## src/atrc_pkg.sv

```systemverilog
// Package with constants and types of the audio tempo rate controller.
package atrc_pkg;
  localparam int unsigned WindowMaxDefault = 10;
  localparam logic [19:0] Q16One      = 20'd65536;
  localparam logic [19:0] AdjMax      = 20'hFFFFF;
  localparam logic [19:0] UpOffset    = 20'd5243;
  localparam logic [19:0] DownOffset  = 20'd2621;
  localparam logic [19:0] AdjHigh     = 20'd196608;
  localparam logic [8:0]  ReturnStep  = 9'd10;

  localparam logic [1:0] RegLowWater  = 2'd0;
  localparam logic [1:0] RegHighWater = 2'd1;
  localparam logic [1:0] RegGameRate  = 2'd2;
  localparam logic [1:0] RegWinLen    = 2'd3;

  typedef enum logic [2:0] {
    ST_IDLE, ST_SUM, ST_MUL, ST_DIV, ST_DECIDE, ST_TEMPO, ST_OUT
  } state_e;
endpackage

```

## src/audio_tempo_rate_controller.sv

```systemverilog
// Audio tempo rate controller: windowed ratio, drain control and slow tempo.
// The window sum walks the filled window slots one per cycle, then a shift-subtract
// divider yields one quotient bit per cycle over 56 steps.
// A new request is accepted only once the previous result has been taken.
// Reset (rst_ni low, asynchronous) restores the register defaults and state.
module audio_tempo_rate_controller #(
  parameter int unsigned WINDOW_MAX = atrc_pkg::WindowMaxDefault
) (
  input  logic        clk_i,
  input  logic        rst_ni,
  input  logic        s_axis_tvalid,
  output logic        s_axis_tready,
  // [7:0] queue_level, [27:8] feed_time_us, [45:30] chunk_bytes, zero fill
  input  logic [47:0] s_axis_tdata,
  output logic        m_axis_tvalid,
  input  logic        m_axis_tready,
  // [8:0] tempo_percent, [9] tempo_written, [10] draining, zero fill
  output logic [15:0] m_axis_tdata,
  input  logic        cfg_valid_i,
  output logic        cfg_ready_o,
  input  logic [1:0]  cfg_index_i,
  input  logic [16:0] cfg_data_i
);
  import atrc_pkg::*;

  localparam int unsigned PW = (WINDOW_MAX > 1) ? $clog2(WINDOW_MAX) : 1;
  localparam int unsigned CW = $clog2(WINDOW_MAX + 1);
  localparam int unsigned NB = 56;

  state_e state_q, state_d;
  logic [7:0]  low_q, high_q;
  logic [16:0] rate_q;
  logic [3:0]  wlen_q;
  logic [19:0] feed_win_q [WINDOW_MAX];
  logic [15:0] samp_win_q [WINDOW_MAX];
  logic [PW-1:0] pos_q;
  logic full_q, first_q, drain_q;
  logic [8:0]  slow_q;
  logic [19:0] adj_q;
  logic [7:0]  queue_q;
  logic [19:0] feed_q;
  logic [15:0] smp_q;
  logic [CW-1:0] cnt_q, idx_q;
  logic [23:0] fsum_q;
  logic [19:0] ssum_q;
  logic [55:0] num_q;
  logic [40:0] den_q;
  logic [56:0] rem_q;
  logic [55:0] quo_q;
  logic [5:0]  step_q;
  logic [19:0] ratio_q;
  logic        written_q;
  logic [CW-1:0] wl;

  always_comb begin
    wl = CW'(wlen_q);
    if (wlen_q == 4'd0) wl = CW'(1);
    if ({28'd0, wlen_q} > WINDOW_MAX) wl = CW'(WINDOW_MAX);
  end

  assign s_axis_tready = (state_q == ST_IDLE) && !m_axis_tvalid;
  // Registers change only between requests.
  assign cfg_ready_o   = (state_q == ST_IDLE) && !s_axis_tvalid;
  assign m_axis_tvalid = (state_q == ST_OUT);
  assign m_axis_tdata  = {5'd0, drain_q, written_q, slow_q};

  // Shifted partial remainder fed to the divider's subtractor.
  logic [56:0] trial;
  assign trial = {rem_q[55:0], num_q[NB-1]};

  // Decision logic, computed from the ratio register.
  logic dry;
  logic [20:0] up;
  logic [19:0] adj_n;
  logic drain_n;
  always_comb begin
    dry = queue_q < low_q;
    up = {1'b0, ratio_q} + {1'b0, UpOffset};
    adj_n = adj_q;
    drain_n = drain_q;
    if ((queue_q > high_q || drain_q) && !dry) begin
      drain_n = 1'b1;
      adj_n = up[20] ? AdjMax : up[19:0];
    end else if (dry) begin
      drain_n = 1'b0;
      adj_n = (ratio_q > DownOffset) ? ratio_q - DownOffset : 20'd0;
    end else if (queue_q < high_q) begin
      adj_n = ratio_q;
    end
  end

  // Tempo step from the stored adjustment.
  logic [26:0] a100, s100, one100, da, ds;
  logic [8:0] pct;
  logic in_rng;
  always_comb begin
    a100   = 27'(adj_q) * 27'd100;
    s100   = {2'd0, slow_q, 16'd0};
    one100 = 27'd6553600;
    da = (a100 > one100) ? a100 - one100 : one100 - a100;
    ds = (s100 > one100) ? s100 - one100 : one100 - s100;
    in_rng = ({3'd0, adj_q} * 23'd5 > 23'(Q16One)) && (adj_q < AdjHigh);
    if (da < ds && a100 > s100 && (a100 - s100) > 27'(10 * 65536))
      pct = slow_q + ReturnStep;
    else
      pct = a100[24:16];
  end

  always_comb begin
    state_d = state_q;
    case (state_q)
      ST_IDLE:   if (s_axis_tvalid && s_axis_tready) state_d = ST_SUM;
      ST_SUM:    if (idx_q >= cnt_q) state_d = ST_MUL;
      ST_MUL:    state_d = ST_DIV;
      ST_DIV:    if (step_q == 6'd0) state_d = ST_DECIDE;
      ST_DECIDE: state_d = ST_TEMPO;
      ST_TEMPO:  state_d = ST_OUT;
      ST_OUT:    if (m_axis_tready) state_d = ST_IDLE;
      default:   state_d = ST_IDLE;
    endcase
  end

  always_ff @(posedge clk_i or negedge rst_ni) begin
    if (!rst_ni) begin
      state_q <= ST_IDLE;
      low_q <= 8'd20; high_q <= 8'd50; rate_q <= 17'd33600; wlen_q <= 4'd10;
      pos_q <= '0; full_q <= 1'b0; first_q <= 1'b1; drain_q <= 1'b0;
      slow_q <= 9'd100; adj_q <= Q16One;
      cnt_q <= '0; den_q <= '0; num_q <= '0; rem_q <= '0; quo_q <= '0;
      step_q <= '0; ratio_q <= '0; written_q <= 1'b0;
      for (int i = 0; i < WINDOW_MAX; i++) begin
        feed_win_q[i] <= '0;
        samp_win_q[i] <= '0;
      end
    end else begin
      state_q <= state_d;
      if (cfg_valid_i && cfg_ready_o) begin
        case (cfg_index_i)
          RegLowWater:  low_q  <= cfg_data_i[7:0];
          RegHighWater: high_q <= cfg_data_i[7:0];
          RegGameRate:  rate_q <= cfg_data_i;
          RegWinLen:    wlen_q <= cfg_data_i[3:0];
          default: ;
        endcase
      end
      if (state_q == ST_IDLE && s_axis_tvalid && s_axis_tready) begin
        if (CW'(pos_q) >= wl) begin
          pos_q <= '0; full_q <= 1'b1; cnt_q <= wl;
        end else begin
          cnt_q <= full_q ? wl : CW'(pos_q);
        end
      end
      if (state_q == ST_MUL) begin
        den_q <= 41'((rate_q == 17'd0) ? 17'd1 : rate_q) * 41'(fsum_q);
        num_q <= 56'(ssum_q) * 56'd65536000000;
        rem_q <= '0;
        quo_q <= '0;
        step_q <= 6'(NB);
      end
      if (state_q == ST_DIV) begin
        if (step_q != 6'd0) begin
          num_q <= num_q << 1;
          if (trial >= {16'd0, den_q}) begin
            rem_q <= trial - {16'd0, den_q};
            quo_q <= {quo_q[54:0], 1'b1};
          end else begin
            rem_q <= trial;
            quo_q <= {quo_q[54:0], 1'b0};
          end
          step_q <= step_q - 6'd1;
        end else begin
          if (first_q || cnt_q == '0) ratio_q <= Q16One;
          else if (fsum_q == '0 || quo_q > 56'(AdjMax)) ratio_q <= AdjMax;
          else ratio_q <= quo_q[19:0];
        end
      end
      if (state_q == ST_DECIDE) begin
        adj_q <= adj_n;
        drain_q <= drain_n;
      end
      if (state_q == ST_TEMPO) begin
        written_q <= in_rng;
        if (in_rng) slow_q <= {pct[8:2], 2'b00};
        if (feed_q != 20'd0) feed_win_q[pos_q] <= feed_q;
        samp_win_q[pos_q] <= smp_q;
        first_q <= 1'b0;
        if (CW'(pos_q) + CW'(1) >= wl) begin
          pos_q <= '0; full_q <= 1'b1;
        end else begin
          pos_q <= pos_q + PW'(1);
        end
      end
    end
  end

  // Payload registers.
  always_ff @(posedge clk_i) begin
    if (state_q == ST_IDLE && s_axis_tvalid && s_axis_tready) begin
      queue_q <= s_axis_tdata[7:0];
      feed_q  <= s_axis_tdata[27:8];
      smp_q   <= s_axis_tdata[45:30];
      idx_q   <= '0;
      fsum_q  <= '0;
      ssum_q  <= '0;
    end
    if (state_q == ST_SUM && idx_q < cnt_q) begin
      fsum_q <= fsum_q + 24'(feed_win_q[idx_q[PW-1:0]]);
      ssum_q <= ssum_q + 20'(samp_win_q[idx_q[PW-1:0]]);
      idx_q  <= idx_q + CW'(1);
    end
  end
endmodule

```

## config.mk

```make
export PLATFORM = sky130hd
export DESIGN_NAME = audio_tempo_rate_controller
export DESIGN_NICKNAME = d
export VERILOG_FILES = /design/src/atrc_pkg.sv /design/src/audio_tempo_rate_controller.sv
export SDC_FILE = /design/constraint.sdc
export NUM_CORES = 2
export LEC_CHECK = 0
export BUFFER_PORTS_ARGS = -buffer_cell sky130_fd_sc_hd__buf_2
export CAP_MARGIN = 5
export CORE_ASPECT_RATIO = 1.5
export CORE_UTILIZATION = 55
export CTS_CLUSTER_SIZE = 12
export DETAILED_ROUTE_END_ITERATION = 10
export GPL_ROUTABILITY_DRIVEN = 0
export GPL_TIMING_DRIVEN = 0
export PLACE_DENSITY_LB_ADDON = 0.08
export SLEW_MARGIN = 25
export SYNTH_ARGS = -nofsm -noshare
export SYNTH_HDL_FRONTEND = slang
export SYNTH_SLANG_ARGS = --single-unit
```

## constraint.sdc

```tcl
create_clock -name clk_i -period 10.4 [get_ports clk_i]
set_input_delay 2.08 -clock clk_i [delete_from_list [all_inputs] [get_ports clk_i]]
set_output_delay 2.08 -clock clk_i [all_outputs]
set_load 0.02 [all_outputs]
```

==> results.sh <==
export IMPL_yosysWarnings=0
export IMPL_grt_pass1_vias=46432
export IMPL_synth_cell_type_count=92
export IMPL_dp_slack_ps=1830
export IMPL_setup_violations=0
export IMPL_ant_nets=0
export IMPL_routed_via_count=44260
export IMPL_min_path_type="reg2reg"
export IMPL_rr_endpoint="den_q[39]"
export IMPL_r2r_start="fsum_q[1]"
export IMPL_synth_top_area_cell="dfrtp_1"
export IMPL_period_needed_ps=8730
export IMPL_track_usage=0.292
export IMPL_slew_violations=0
export IMPL_netlist_area_um2=59800
export IMPL_startpoint_type="register"
export IMPL_cp_max_fo=10
export IMPL_required_ps=10960
export IMPL_synth_commonest_cells="668 x nand2_1, 667 x inv_1, 658 x dfrtp_1"
export IMPL_ff_latch_area_um2=19600
export IMPL_cts_made_buffers=80
export IMPL_grt_pass1_wl_um=252000
export IMPL_hold_viol_final=0
export IMPL_antenna_found_initial=1
export IMPL_skew_ps=33.1
export IMPL_worst_slack_ps=1670
export IMPL_ys_seq_area_frac=0.329
export IMPL_initial_core_util=0.557
export IMPL_finalCritPeriodShare=0.839
export IMPL_vias_per_cell=5.82
export IMPL_tightest_slew_ps=1030
export IMPL_path_clk_slew_ps=60
export IMPL_yosys_area_top_type_share=0.275
export IMPL_dieArea_um2=110000
export IMPL_die_y_um=406
export IMPL_synth_edf_count=92
export IMPL_postCtsHoldBufs=0
export IMPL_worstSetupEndpoint="den_q[39]"
export IMPL_clkSinkCount=766
export IMPL_post_cts_resized=0
export IMPL_drc=0
export IMPL_ctsHtreeMaxLevel=3
export IMPL_max_slew_margin=0.315
export IMPL_cts_path_max_buffers=3
export IMPL_final_layout_size_suffix_gt1_frac=0.123
export IMPL_drt_iter0_drc=2812
export IMPL_portBuffers=79
export IMPL_critPathKind="reg2reg"
export IMPL_multi_input_area_um2=36400
export IMPL_die_w_um=271
export IMPL_avgSynthCellArea_um2=10.1
export IMPL_grt_overflow_total=0
export IMPL_r2r_cells=24
export IMPL_synth_seq_cells=766
export IMPL_cts_root_buf="clkbuf_16"
export IMPL_synthFlopType="dfrtp_1"
export IMPL_max_cap_viol_count=0
export IMPL_num_fill_cells=9224
export IMPL_endpoint_kind="register"
export IMPL_core_area_um2=107000
export IMPL_synthCells=5947
export IMPL_dr_pass1_iters=6
export IMPL_syn2layout_area_growth_pct=8.44
export IMPL_routed_wl_um=158000
export IMPL_fp_row_count=147
export IMPL_yosysMostFrequentCell="nand2_1"
export IMPL_ioPinCount=91
export IMPL_r2r_slack_ps=1670
export IMPL_clk_latency_ps=700
export IMPL_max_freq_mhz=115
export IMPL_arrival_ps=9290
export IMPL_grt_max_degree=96
export IMPL_critPathLaunch="fsum_q[1]"
export IMPL_post_cts_buffers=0
export IMPL_status="complete, no violations"
export IMPL_nets=7093
export IMPL_rsz0062_at_grt="no"
export IMPL_ys_async_sr_fraction=0.880
export IMPL_wire_per_inst_um=20.8
export IMPL_final_core_util=0.604
export IMPL_synthTopCellsByArea="dfrtp_1 28%, fa_1 14%, ha_1 9.9%, mux2_2 7.8%, edfxtp_1 4.6%"
export IMPL_cts_tree="done"
export IMPL_hpwl_um=123000
## layer usage
layer / vias to the layer above / global-route usage / share of wire
met3: 387 / 0.0350 / 0.042
met5: - / 0 / 0.000089
met4: 2 / 0.132 / 0.049
li1: 20647 / - / -
met1: 22155 / 0.328 / 0.38
met2: 1069 / 0.547 / 0.53
## metrics by stage
| stage | area [um^2] | TNS [ps] | instances | hold slack [ps] |
|---|---|---|---|---|
| final | 64900 | 0 | 7600 | 458 |
| after global routing | 64800 | 0 | 7599 | 485 |
| after CTS | 64800 | 0 | 7599 | 455 |
| after detailed placement | 62300 | 0 | 7459 | 454 |
| after global placement | 62000 | -4691960 | 7447 | 447 |
| after floorplan | 59800 | 0 | 5953 | 430 |
## worst min-delay path by stage
stage	slack (ps)	cells after the start	to	startpoint
after global routing	480	2	num_q[15]	num_q[14]
final	460	2	num_q[7]	num_q[6]
after detailed placement	450	2	num_q[3]	num_q[2]
after global placement	450	2	num_q[3]	num_q[2]
after CTS	460	2	num_q[17]	num_q[16]
after floorplan	430	2	num_q[1]	num_q[0]
## worst max-delay path: stages, from the launching register on
cell and delay, ps:
edfxtp_1 360, clkbuf_1 630, clkbuf_1 750, nand2_1 170
fa_1 560, fa_1 560, inv_1 60, fa_1 520
fa_1 520, fa_1 550, inv_1 60, fa_1 580
inv_1 60, ha_1 370, a21o_1 180, a21o_1 160
a21oi_1 160, o21ai_0 340, o211ai_1 390, a31oi_1 180
o21ai_0 280, a21boi_0 210, o311a_1 380, or3_1 310
a31o_2 240
## area by class of cell
| cell class | instances | area share |
|---|---|---|
| repair buffers | 91 | 0.0103 |
| flip-flops and latches | 766 | 0.303 |
| clock inverters | 19 | 0.00480 |
| well taps | 1415 | 0.0273 |
| plain buffers | 335 | 0.0203 |
| multi-input cells | 4183 | 0.561 |
| clock buffers | 121 | 0.0343 |
| diodes | 1 | 0.0000386 |
| inverters | 669 | 0.0388 |
## layout by cell type (no fill, tap or decap), drive strengths merged, types with 16 or more instances in the layout
master	synthesis	final
a21o	109	109
ha	471	471
mux4	70	70
nand2	668	668
nor3	71	71
xnor2	103	103
dfstp	16	16
a211oi	34	34
a22oi	18	18
o21bai	25	25
mux2i	22	22
nand4	35	35
nor4	46	46
o21ai	262	262
nor2b	28	28
mux2	412	412
clkbuf	287	410
or3	21	21
a221oi	43	43
nand3	204	204
buf	48	137
o22ai	26	26
nand2b	45	45
edfxtp	92	92
o21a	22	22
a21oi	296	296
nor2	225	225
dfrtp	658	658
and2	154	154
fa	424	424
o211ai	19	19
inv	669	674
a32o	16	16
xor2	81	81
and3	32	32
## cells by family after synthesis
family	after synthesis	synth area share
compound gates	1017	0.109
xor+xnor	184	0.0269
fa+ha+maj	896	0.241
buf+inv	1004	0.0639
flops	766	0.329
mux	504	0.108
other cells	1	0.0000627
simple gates	1575	0.123
## sequential cells by signal, indices dropped and copies added, names as in the netlist, 24 cells and up
| register | cells |
|---|---|
| num_q | 56 |
| quo_q | 56 |
| den_q | 41 |
| fsum_q | 24 |
| samp_win_q | 160 |
| feed_win_q | 200 |
| rem_q | 56 |
Power is not shown: default switching activity piles up to over one toggle a cycle in this logic, so the estimate is an artifact.
